### src/rtl/pbwe_pkg.sv
`timescale 1ns / 1ps
// shared types and constants of the banked pixel write engine
// no dependencies
package pbwe_pkg;

  // byte size of one bank window, a power of two
  localparam int unsigned BankBytes = 65536;
  localparam int unsigned BankShift = $clog2(BankBytes);

  // y < 4096 and pitch < 16384 keep the byte address below 2**26
  localparam int unsigned AddrW = 26;

  localparam int unsigned QDepth = 4;
  localparam int unsigned QPtrW  = $clog2(QDepth);

  localparam int unsigned CfgIdxW  = 3;
  localparam int unsigned CfgDataW = 16;

  // configuration register indexes
  localparam logic [CfgIdxW-1:0] RegScreenWidth  = 3'd0;
  localparam logic [CfgIdxW-1:0] RegScreenHeight = 3'd1;
  localparam logic [CfgIdxW-1:0] RegBitsPerPixel = 3'd2;
  localparam logic [CfgIdxW-1:0] RegLinePitch    = 3'd3;

  localparam logic [15:0] NoBank = 16'hFFFF;

  typedef struct packed {
    logic [11:0] screen_width;
    logic [11:0] screen_height;
    logic [5:0]  bits_per_pixel;
    logic [13:0] line_pitch;
  } pbwe_cfg_t;

  // one classified pixel waiting for the back end
  typedef struct packed {
    logic [AddrW-1:0] addr;
    logic [31:0]      raw;
    logic [2:0]       nbytes;
  } pbwe_entry_t;

  // one byte write
  typedef struct packed {
    logic        select_bank;
    logic [15:0] bank_number;
    logic [15:0] window_offset;
    logic [7:0]  byte_value;
    logic        last_byte;
  } pbwe_byte_t;

endpackage

### src/rtl/banked_pixel_write_engine_unit.sv
`timescale 1ns / 1ps
// top level of the banked pixel write engine: configuration registers, front end,
// pixel queue and back end; depends on pbwe_pkg, pbwe_front, pbwe_queue, pbwe_back
//
// A pixel is taken every cycle that full is low; on-screen pixels are classified
// and put into a four-entry queue, off-screen pixels and zero depth are dropped.
// The back end sends one byte write per cycle while its output register is free
// or popped; that byte sequencer sets the rate. A pixel has one to four bytes (four
// at 32 bpp). A result waits in an output register until popped. Bytes come
// lowest first; select_bank is set when the bank differs from the last one sent,
// and a write to a configuration register forgets the bank. Configuration writes
// are always ready and are meant to come only while the engine is idle.
module banked_pixel_write_engine_unit (
  input  logic                          clk_i,
  input  logic                          rst_ni,
  input  logic                          cfg_valid_i,
  output logic                          cfg_ready_o,
  input  logic [pbwe_pkg::CfgIdxW-1:0]  cfg_index_i,
  input  logic [pbwe_pkg::CfgDataW-1:0] cfg_data_i,
  input  logic                          push,
  output logic                          full,
  input  logic [15:0]                   pixel_x_i,
  input  logic [15:0]                   pixel_y_i,
  input  logic [31:0]                   pixel_color_i,
  output logic                          empty,
  input  logic                          pop,
  output logic                          select_bank_o,
  output logic [15:0]                   bank_number_o,
  output logic [15:0]                   window_offset_o,
  output logic [7:0]                    byte_value_o,
  output logic                          last_byte_o
);
  import pbwe_pkg::*;

  pbwe_cfg_t   cfg_q, cfg_d;
  logic        cfg_we, bank_clr;
  logic        keep, q_full, q_avail, q_rd;
  pbwe_entry_t front_entry, q_head;
  pbwe_byte_t  out_byte;

  always_comb begin
    cfg_ready_o = 1'b1;
    cfg_we      = cfg_valid_i;
    cfg_d       = cfg_q;
    bank_clr    = 1'b0;
    if (cfg_we) begin
      unique case (cfg_index_i)
        RegScreenWidth: begin
          cfg_d.screen_width = cfg_data_i[11:0];
          bank_clr = 1'b1;
        end
        RegScreenHeight: begin
          cfg_d.screen_height = cfg_data_i[11:0];
          bank_clr = 1'b1;
        end
        RegBitsPerPixel: begin
          cfg_d.bits_per_pixel = cfg_data_i[5:0];
          bank_clr = 1'b1;
        end
        RegLinePitch: begin
          cfg_d.line_pitch = cfg_data_i[13:0];
          bank_clr = 1'b1;
        end
        default: ;
      endcase
    end
  end

  always_ff @(posedge clk_i or negedge rst_ni) begin
    if (!rst_ni) begin
      cfg_q.screen_width   <= 12'd1024;
      cfg_q.screen_height  <= 12'd768;
      cfg_q.bits_per_pixel <= 6'd32;
      cfg_q.line_pitch     <= 14'd4096;
    end else begin
      cfg_q <= cfg_d;
    end
  end

  pbwe_front u_front (
    .cfg_i         (cfg_q),
    .pixel_x_i     (pixel_x_i),
    .pixel_y_i     (pixel_y_i),
    .pixel_color_i (pixel_color_i),
    .keep_o        (keep),
    .entry_o       (front_entry)
  );

  pbwe_queue u_queue (
    .clk_i     (clk_i),
    .rst_ni    (rst_ni),
    .wr_i      (push && keep),
    .wr_data_i (front_entry),
    .rd_i      (q_rd),
    .rd_data_o (q_head),
    .full_o    (q_full),
    .avail_o   (q_avail)
  );

  pbwe_back u_back (
    .clk_i      (clk_i),
    .rst_ni     (rst_ni),
    .bank_clr_i (bank_clr),
    .q_avail_i  (q_avail),
    .q_data_i   (q_head),
    .q_rd_o     (q_rd),
    .pop_i      (pop),
    .empty_o    (empty),
    .out_o      (out_byte)
  );

  assign full            = q_full;
  assign select_bank_o   = out_byte.select_bank;
  assign bank_number_o   = out_byte.bank_number;
  assign window_offset_o = out_byte.window_offset;
  assign byte_value_o    = out_byte.byte_value;
  assign last_byte_o     = out_byte.last_byte;

endmodule

### src/rtl/pbwe_front.sv
`timescale 1ns / 1ps
// front end: bounds check, byte count, color packing and byte address
// depends on pbwe_pkg
module pbwe_front (
  input  pbwe_pkg::pbwe_cfg_t   cfg_i,
  input  logic [15:0]           pixel_x_i,
  input  logic [15:0]           pixel_y_i,
  input  logic [31:0]           pixel_color_i,
  output logic                  keep_o,
  output pbwe_pkg::pbwe_entry_t entry_o
);
  import pbwe_pkg::*;

  logic                 on_screen;
  logic [6:0]           depth_sum;
  logic [3:0]           nb_raw;
  logic [2:0]           nbytes;
  logic [AddrW-1:0]     row_addr;
  logic [14:0]          col_addr;
  logic [31:0]          raw;

  always_comb begin
    on_screen = !pixel_x_i[15] && !pixel_y_i[15]
                && (pixel_x_i < {4'd0, cfg_i.screen_width})
                && (pixel_y_i < {4'd0, cfg_i.screen_height});

    // (bits + 7) / 8, saturated at four bytes
    depth_sum = {1'b0, cfg_i.bits_per_pixel} + 7'd7;
    nb_raw    = depth_sum[6:3];
    nbytes    = (nb_raw > 4'd4) ? 3'd4 : nb_raw[2:0];

    row_addr = AddrW'(pixel_y_i[11:0]) * AddrW'(cfg_i.line_pitch);
    col_addr = 15'(pixel_x_i[11:0]) * 15'(nbytes);

    unique case (cfg_i.bits_per_pixel)
      6'd24:   raw = {8'd0, pixel_color_i[23:0]};
      6'd16:   raw = {16'd0, pixel_color_i[23:19], pixel_color_i[15:10],
                      pixel_color_i[7:3]};
      default: raw = pixel_color_i;
    endcase

    keep_o         = on_screen && (nbytes != 3'd0);
    entry_o.addr   = row_addr + AddrW'(col_addr);
    entry_o.raw    = raw;
    entry_o.nbytes = nbytes;
  end

endmodule

### src/rtl/pbwe_queue.sv
`timescale 1ns / 1ps
// short queue of classified pixels between front and back end
// depends on pbwe_pkg
module pbwe_queue (
  input  logic                  clk_i,
  input  logic                  rst_ni,
  input  logic                  wr_i,
  input  pbwe_pkg::pbwe_entry_t wr_data_i,
  input  logic                  rd_i,
  output pbwe_pkg::pbwe_entry_t rd_data_o,
  output logic                  full_o,
  output logic                  avail_o
);
  import pbwe_pkg::*;

  pbwe_entry_t      mem_q [QDepth];
  logic [QPtrW-1:0] wr_ptr_q, wr_ptr_d;
  logic [QPtrW-1:0] rd_ptr_q, rd_ptr_d;
  logic [QPtrW:0]   count_q, count_d;
  logic             do_wr, do_rd;

  always_comb begin
    full_o    = (count_q == (QPtrW+1)'(QDepth));
    avail_o   = (count_q != '0);
    rd_data_o = mem_q[rd_ptr_q];
    do_wr     = wr_i && !full_o;
    do_rd     = rd_i && avail_o;
    wr_ptr_d  = do_wr ? wr_ptr_q + 1'b1 : wr_ptr_q;
    rd_ptr_d  = do_rd ? rd_ptr_q + 1'b1 : rd_ptr_q;
    count_d   = count_q + (QPtrW+1)'(do_wr) - (QPtrW+1)'(do_rd);
  end

  always_ff @(posedge clk_i or negedge rst_ni) begin
    if (!rst_ni) begin
      wr_ptr_q <= '0;
      rd_ptr_q <= '0;
      count_q  <= '0;
    end else begin
      wr_ptr_q <= wr_ptr_d;
      rd_ptr_q <= rd_ptr_d;
      count_q  <= count_d;
    end
  end

  always_ff @(posedge clk_i) begin
    if (do_wr) begin
      mem_q[wr_ptr_q] <= wr_data_i;
    end
  end

endmodule

### src/rtl/pbwe_back.sv
`timescale 1ns / 1ps
// back end: splits one pixel into byte writes, tracks the selected bank
// depends on pbwe_pkg
module pbwe_back (
  input  logic                  clk_i,
  input  logic                  rst_ni,
  input  logic                  bank_clr_i,
  input  logic                  q_avail_i,
  input  pbwe_pkg::pbwe_entry_t q_data_i,
  output logic                  q_rd_o,
  input  logic                  pop_i,
  output logic                  empty_o,
  output pbwe_pkg::pbwe_byte_t  out_o
);
  import pbwe_pkg::*;

  logic             cur_valid_q, cur_valid_d;
  logic [AddrW-1:0] addr_q, addr_d;
  logic [31:0]      raw_q, raw_d;
  logic [2:0]       rem_q, rem_d;
  logic [15:0]      cached_q, cached_d;
  logic             out_valid_q, out_valid_d;
  pbwe_byte_t       out_q, out_d;
  logic             out_free, emit, last;
  logic [15:0]      bank;

  always_comb begin
    out_free = !out_valid_q || pop_i;
    emit     = cur_valid_q && out_free;
    last     = (rem_q == 3'd1);
    bank     = 16'(addr_q[AddrW-1:BankShift]);
    q_rd_o   = !cur_valid_q || (emit && last);

    out_d.select_bank   = (bank != cached_q);
    out_d.bank_number   = bank;
    out_d.window_offset = 16'(addr_q[BankShift-1:0]);
    out_d.byte_value    = raw_q[7:0];
    out_d.last_byte     = last;

    out_valid_d = emit ? 1'b1 : (out_free ? 1'b0 : out_valid_q);
    cached_d    = emit ? bank : cached_q;
    if (bank_clr_i) begin
      cached_d = NoBank;
    end

    cur_valid_d = cur_valid_q;
    addr_d      = addr_q;
    raw_d       = raw_q;
    rem_d       = rem_q;
    if (q_rd_o) begin
      // load the next pixel, also right behind the last byte of this one
      cur_valid_d = q_avail_i;
      addr_d      = q_data_i.addr;
      raw_d       = q_data_i.raw;
      rem_d       = q_data_i.nbytes;
    end else if (emit) begin
      addr_d = addr_q + 1'b1;
      raw_d  = {8'd0, raw_q[31:8]};
      rem_d  = rem_q - 3'd1;
    end

    empty_o = !out_valid_q;
    out_o   = out_q;
  end

  always_ff @(posedge clk_i or negedge rst_ni) begin
    if (!rst_ni) begin
      cur_valid_q <= 1'b0;
      out_valid_q <= 1'b0;
      cached_q    <= NoBank;
      rem_q       <= '0;
    end else begin
      cur_valid_q <= cur_valid_d;
      out_valid_q <= out_valid_d;
      cached_q    <= cached_d;
      rem_q       <= rem_d;
    end
  end

  always_ff @(posedge clk_i) begin
    addr_q <= addr_d;
    raw_q  <= raw_d;
    if (emit) begin
      out_q <= out_d;
    end
  end

endmodule

### config.mk
export PLATFORM = sky130hd
export DESIGN_NAME = banked_pixel_write_engine_unit
export DESIGN_NICKNAME = d
export VERILOG_FILES = /design/src/rtl/pbwe_pkg.sv /design/src/rtl/banked_pixel_write_engine_unit.sv /design/src/rtl/pbwe_front.sv /design/src/rtl/pbwe_queue.sv /design/src/rtl/pbwe_back.sv
export SDC_FILE = /design/constraint.sdc
export NUM_CORES = 1
export LEC_CHECK = 0
export BUFFER_PORTS_ARGS = -buffer_cell sky130_fd_sc_hd__buf_4
export CAP_MARGIN = 20
export CORE_ASPECT_RATIO = 1.1
export CORE_UTILIZATION = 55
export CTS_CLUSTER_DIAMETER = 50
export DETAILED_ROUTE_END_ITERATION = 10
export MAX_ROUTING_LAYER = met4
export PLACE_DENSITY = 0.73
export SLEW_MARGIN = 15
export SYNTH_ARGS = -nofsm -noshare
export SYNTH_HDL_FRONTEND = slang
export SYNTH_SLANG_ARGS = --single-unit
### constraint.sdc
create_clock -name clk_i -period 10.6 [get_ports clk_i]
set_input_delay 2.12 -clock clk_i [delete_from_list [all_inputs] [get_ports clk_i]]
set_output_delay 2.12 -clock clk_i [all_outputs]
set_load 0.01 [all_outputs]
==> results.txt, run 1 <==
Outcome -> completed
Post-route cell area -> 0.0260 mm^2
Syn_area_per_cell -> 13.3 um^2
Detailed Routing Iterations Pass 1 -> 5
Port bufs -> 123
Syn. warnings -> 0
Vias per cell -> 5.49
CP max FO -> 16
Cells after Synth -> 1746
R2R Setup Slk -> 2.61 ns
RSZ-0062 raised after global routing -> false
Diodes inserted -> 0
Final Net Count -> 2218
Slew @ Worst Pin -> 1.01 ns
Worst r2r src -> cfg_q[14]$_DFFE_PN0P_
Total GRT Usage -> 0.225
Sequential area share after synthesis -> 0.510
Total CTS buffers -> 42
Clk sink count -> 405
Post-CTS Resized -> 0
Critical Path RT -> 10.93 ns
Clock slew at reported path FFs -> 0.06 ns
Reg2reg path depth -> 24
Area Overhead vs Synth -> 11.9%
Crit Path Class -> flip-flop to flip-flop
Most frequent cells in the layout -> edfxtp_1 (338), inv_1 (244), nand2_1 (195)
Hold Vio Cnt, Final -> 0
Max_cap viols -> 0
CTS HTree Levels -> 2
Ys async rst share -> 0.165
Synthesized flop and latch total -> 405
Commonest non-fill, non-tap cell in the layout -> edfxtp_1
Pin count of the biggest net entering global routing -> 80
Mapped cell area -> 0.0232 mm^2
Clk root buf -> clkbuf_16
I/O pins -> 133
Worst Hold Class -> flip-flop to flip-flop
Core footprint -> 0.0415 mm^2
Post-CTS Setup Bufs -> 0
Finish-stage setup viols -> 0
Period utilization -> 0.754
# hold bufs at CTS -> 0
DR vias -> 13400
Count of cell types in the netlist -> 54
Main synth FF type -> edfxtp_1
Layout cells sized above 1 -> 0.185
Initial antenna violation count -> 0
DIE WIDTH -> 198 um
Worst R2R End -> u_queue.mem_q[3][58]$_DFFE_PP_
Drt wl/cell -> 18.4 um
CTS tree -> done
Clk_lat worst skew -> 0.56 ns
Final Skew -> 0.0157 ns
DR iter-0 viols -> 672
Fillcell total -> 3124
Placed Area -> 0.0247 mm^2
Initial Utilization -> 0.560
Crit. End Element -> flip-flop
Max-slew headroom -> 0.327
Max Clk Rate -> 0.125 GHz
Multi-input gate area -> 0.0102 mm^2
CTS max path bufs -> 3
Arr. time, crit path -> 8.33 ns
Register Area -> 0.0119 mm^2
Critical Path Start Type -> flip-flop
Die height -> 218 um
Number of global-route vias before repair -> 14200
Post-synth EDFFs -> 338
Fin crit period -> 7.99 ns
Hold Path Sink -> u_back.out_o[5]$_DFFE_PP_
Post-DP HPWL -> 31200 um
ANT nets after route -> 0
Global-route wire length before repair -> 72900 um
Cell row count -> 78
Final RePlAce weighted congestion -> 0.848
Die ar. -> 0.0430 mm^2
Hold path depth -> 0
Setup TNS -> 0 ns
Hold_sp -> u_back.raw_q[4]$_DFFE_PP_
Fin. max-slew vios -> 0
DRC viols -> 0
Total grt overflow -> 0
DRT Wirelength -> 45100 um
## worst max-delay path: stages (launching register included)
cell	delay, ns
dfrtp_1	0.36
or3_1	0.43
and2_1	0.22
xnor2_1	0.13
nor2_1	0.76
and2_1	0.26
fa_1	0.43
inv_1	0.09
fa_1	0.42
fa_1	0.54
fa_1	0.55
inv_1	0.06
fa_1	0.54
inv_1	0.06
fa_1	0.53
inv_1	0.04
ha_1	0.35
a21o_1	0.23
a21o_1	0.18
a211o_1	0.28
o21ba_2	0.23
a311o_2	0.43
a21o_2	0.22
a21oi_1	0.20
xnor2_1	0.23
## area by class of cell
type / count / area share
flip-flops and latches: 405 / 0.456
well taps: 560 / 0.0270
multi-input cells: 1027 / 0.393
clock buffers: 49 / 0.0415
repair buffers: 135 / 0.0390
inverters: 245 / 0.0354
clock inverters: 26 / 0.00790
## cells in the mapped netlist, types with 2 or more instances
cell	instances	area, um^2
a21boi_0	2	15.0
nor3b_1	4	30.0
o211ai_1	7	52.6
fa_1	156	3120
buf_4	7	52.6
a21o_1	13	97.6
o21bai_1	2	15.0
nor3_1	9	45.0
mux2_2	65	732
o21a_1	5	37.5
nand2_1	197	739
buf_1	7	26.3
dfstp_2	16	420
inv_1	244	916
nand2b_1	7	43.8
edfxtp_1	338	10100
a31oi_1	4	25.0
o22ai_1	2	12.5
nor2b_1	4	25.0
a21o_2	2	17.5
and2_1	132	826
ha_1	118	1480
dfrtp_1	51	1280
xnor2_1	29	254
mux4_2	61	1370
or4_1	2	15.0
nor2_1	27	101
a211oi_1	4	30.0
conb_1	2	7.51
nand3_1	22	110
nand4_1	7	43.8
o21ai_0	59	295
clkbuf_1	57	214
buf_2	2	10.0
and3_1	8	50.1
nor4_1	6	37.5
xor2_1	31	272
a21oi_1	19	95.1
a211o_1	3	26.3
## state kept, by name, summed over array words and instances, names as in the netlist
signal              count
cfg_q                  44
u_back.addr_q          26
u_back.cached_q        11
u_back.cur_valid_q      1
u_back.out_o           36
u_back.out_valid_q      1
u_back.raw_q           32
u_back.rem_q            3
u_queue.count_q         3
u_queue.mem_q         244
u_queue.rd_ptr_q        2
u_queue.wr_ptr_q        2
## logic make-up after synthesis
| kind of cell | Yosys count | share of synthesized area |
|---|---|---|
| other | 2 | 0.000323 |
| flip-flops | 405 | 0.510 |
| multiplexers | 126 | 0.0907 |
| buffers and inverters | 319 | 0.0531 |
| AND/OR/NAND/NOR | 429 | 0.0904 |
| adder cells (fa/ha/maj) | 274 | 0.198 |
| XOR/XNOR | 60 | 0.0226 |
| AO/OA/AOI/OAI | 131 | 0.0346 |
## metrics by stage
step           setup slack, ns  hold WS, ns  utilization  instances
2_1_floorplan             2.46        0.400            -       1751
3_3_place_gp              2.27        0.406        0.595       2372
3_5_place_dp              2.21        0.405        0.595       2372
4_1_cts                   2.61        0.416        0.626       2447
5_1_grt                   2.19        0.421        0.626       2447
6_report                  2.61        0.415        0.626       2447
## worst max-delay path by stage
stage | startpoint | slack [ns] | to
floorplan | pixel_y_i[5] | 2.46 | u_queue.mem_q[0][60]$_DFFE_PP_
global placement | pixel_y_i[5] | 2.27 | u_queue.mem_q[0][60]$_DFFE_PP_
detailed placement | pixel_y_i[5] | 2.21 | u_queue.mem_q[1][60]$_DFFE_PP_
CTS | cfg_q[14]$_DFFE_PN0P_ | 2.61 | u_queue.mem_q[3][58]$_DFFE_PP_
global route | cfg_q[14]$_DFFE_PN0P_ | 2.19 | u_queue.mem_q[3][57]$_DFFE_PP_
finish | cfg_q[14]$_DFFE_PN0P_ | 2.61 | u_queue.mem_q[3][58]$_DFFE_PP_
## routing by layer
layer	track usage	share of wire
met5	-	0
met4	0.0747	0.027
met3	0.0278	0.035
met2	0.379	0.51
met1	0.284	0.43
Power of run 1 is not shown: default switching activity piles up to over one toggle a cycle in this logic, so the estimate is an artifact.
==> run 2: changes to the inputs <==
PLACE_DENSITY = 0.76   (was 0.73)
clock period = 6.57 ns   (was 10.6 ns; I/O delays follow)
==> results.txt, run 2 (synthesized netlist as in run 1, its figures left out) <==
Max-slew headroom -> 0.352 (+0.0250)
Failing checks -> negative setup slack
Hold Vio Cnt, Final -> 0 (unchanged)
Detailed Routing Iterations Pass 1 -> 5 (unchanged)
Most common cell on crit path -> fa_1
Finish-stage setup viols -> 24 (+24)
ANT nets after route -> 0 (unchanged)
Layout Utilization -> 0.657 (+0.0303)
Final RePlAce weighted congestion -> 0.903 (+6.5%)
R2R Setup Slk -> -0.14 ns (-2.75 ns)
Global-route wire length before repair -> 74700 um (+2.5%)
I/O pins -> 133 (unchanged)
Placed Area -> 0.0255 mm^2 (+3.3%)
Total grt overflow -> 0 (unchanged)
Setup ws final -> -0.140 ns (-2.75 ns)
Clk sink count -> 405 (unchanged)
DRC viols -> 0 (unchanged)
Most frequent cells in the layout -> edfxtp_1 (338), inv_1 (239), buf_4 (222)
Worst Hold Class -> flip-flop to flip-flop
Met3 usage -> 0.0343 (+0.00650)
Initial antenna violation count -> 0 (unchanged)
Critical Path Start Type -> flip-flop
DR iter-0 viols -> 871 (+30%)
Clock slew at reported path FFs -> 0.06 ns (about the same)
Crit Path Class -> flip-flop to flip-flop
Worst R2R End -> u_queue.mem_q[1][57]$_DFFE_PP_
Die height -> 218 um (unchanged)
Cell row count -> 78 (unchanged)
Total GRT Usage -> 0.232 (+0.00648)
Hold_sp -> u_back.raw_q[0]$_DFFE_PP_
Slowest-stage cell, CP -> fa_2
GR peak layer -> met2
Pin count of the biggest net entering global routing -> 68 (-15%)
DIE WIDTH -> 198 um (unchanged)
Post-DP HPWL -> 32100 um (+2.9%)
Commonest non-fill, non-tap cell in the layout -> edfxtp_1
CTS tree -> done
Worst r2r src -> cfg_q[15]$_DFFE_PN0P_
DR vias -> 13800 (+2.7%)
Met2 global-route usage -> 0.375 (-0.00399)
Die ar. -> 0.0430 mm^2 (unchanged)
Final Skew -> 0.0254 ns (+0.00971 ns)
CP max FO -> 4 (-12)
Total CTS buffers -> 41 (-2.4%)
Reg2reg path depth -> 27 (+13%)
Final Net Count -> 2312 (+4.2%)
Arr. time, crit path -> 7.08 ns (-1.25 ns)
Fin crit period -> 6.71 ns (-1.28 ns)
Layout cells sized above 1 -> 0.257 (+0.0720)
Post-route cell area -> 0.0272 mm^2 (+4.8%)
Outcome -> finished with violations
Initial Utilization -> 0.560 (unchanged)
Critical Path RT -> 6.94 ns (-3.99 ns)
Hold Path Sink -> u_back.out_o[1]$_DFFE_PP_
CTS HTree Levels -> 2 (unchanged)
Drt wl/cell -> 18.7 um (+1.5%)
Fin. max-slew vios -> 0 (unchanged)
Slew @ Worst Pin -> 0.972 ns (-0.0338 ns)
GR Util met1 -> 0.303 (+0.0191)
DRT Wirelength -> 47500 um (+5.4%)
Port bufs -> 123 (unchanged)
Max_cap viols -> 0 (unchanged)
Core footprint -> 0.0415 mm^2 (unchanged)
Max Clk Rate -> 0.149 GHz (+19%)
Area Overhead vs Synth -> 17.3%
Diodes inserted -> 0 (unchanged)
Number of global-route vias before repair -> 14300 (+0.56%)
Vias per cell -> 5.43 (-1.1%)
Buf/Inv on CP -> 7 (+3)
CTS max path bufs -> 3 (unchanged)
Clk root buf -> clkbuf_16
Number of flip-flops in the largest register -> 244 (unchanged)
Critical Path Max Stage Delay -> 0.52 ns (-0.24 ns)
Crit path max-delay family -> adder cells
Hold path depth -> 0 (unchanged)
Crit. End Element -> flip-flop
Clk_lat worst skew -> 0.58 ns (+0.02 ns)
Period utilization -> 1.02 (+0.267)
Largest Register -> u_queue.mem_q
RSZ-0062 raised after global routing -> true
run 2: worst max path at each step:
stage / startpoint / endpoint / slack (ns) / cells after the start
final: cfg_q[15]$_DFFE_PN0P_ / u_queue.mem_q[1][57]$_DFFE_PP_ / -0.14 / 27
after global routing: cfg_q[15]$_DFFE_PN0P_ / u_queue.mem_q[3][50]$_DFFE_PP_ / -0.41 / 25
after CTS: cfg_q[15]$_DFFE_PN0P_ / u_queue.mem_q[2][60]$_DFFE_PP_ / -0.18 / 24
after detailed placement: pixel_y_i[3] / u_queue.mem_q[2][60]$_DFFE_PP_ / -0.64 / 23
after global placement: pixel_y_i[3] / u_queue.mem_q[0][60]$_DFFE_PP_ / -0.54 / 23
after floorplan: pixel_y_i[8] / u_queue.mem_q[0][60]$_DFFE_PP_ / -0.30 / 23
run 2: final cells by class:
cell class,instances,area (um^2)
clock buffer,55,1150
inverter,245,920
timing repair buffer,230,1770
clock inverter,19,264
multi-input combinational,1027,10600
sequential,405,11900
tap,560,701
fill,2915,14200
run 2: repair_timing:
action,in CTS,in global routing
hold buffers,0,0
setup buffers,5,7
gates resized for setup,24,26
endpoints found under the setup margin,32,36
pin swaps,35,18
run 2: worst register-to-register path: cells and delay by family (launching register included):
kind | cells | cell delay [ns]
xor+xnor | 1 | 0.13
simple gates | 6 | 0.97
buf+inv | 7 | 0.61
compound gates | 5 | 0.86
mux | 1 | 0.33
fa+ha+maj | 7 | 3.25
flops | 1 | 0.37
run 2: routing by layer:
metal	part of all wire	wire length, um
met1	0.42	19800
met2	0.51	24200
met3	0.045	2160
met4	0.030	1420
met5	0	0
run 2: through the flow:
step | hold slack [ns] | setup WS [ns] | cells | setup TNS (ns)
finish | 0.419 | -0.140 | 2541 | -2.05
global route | 0.425 | -0.406 | 2541 | -7.60
CTS | 0.419 | -0.184 | 2535 | -1.54
detailed placement | 0.405 | -0.636 | 2457 | -17.29
global placement | 0.403 | -0.538 | 2457 | -13.89
floorplan | 0.400 | -0.302 | 1751 | -2.12
Power of run 2 is left out for the same reason.
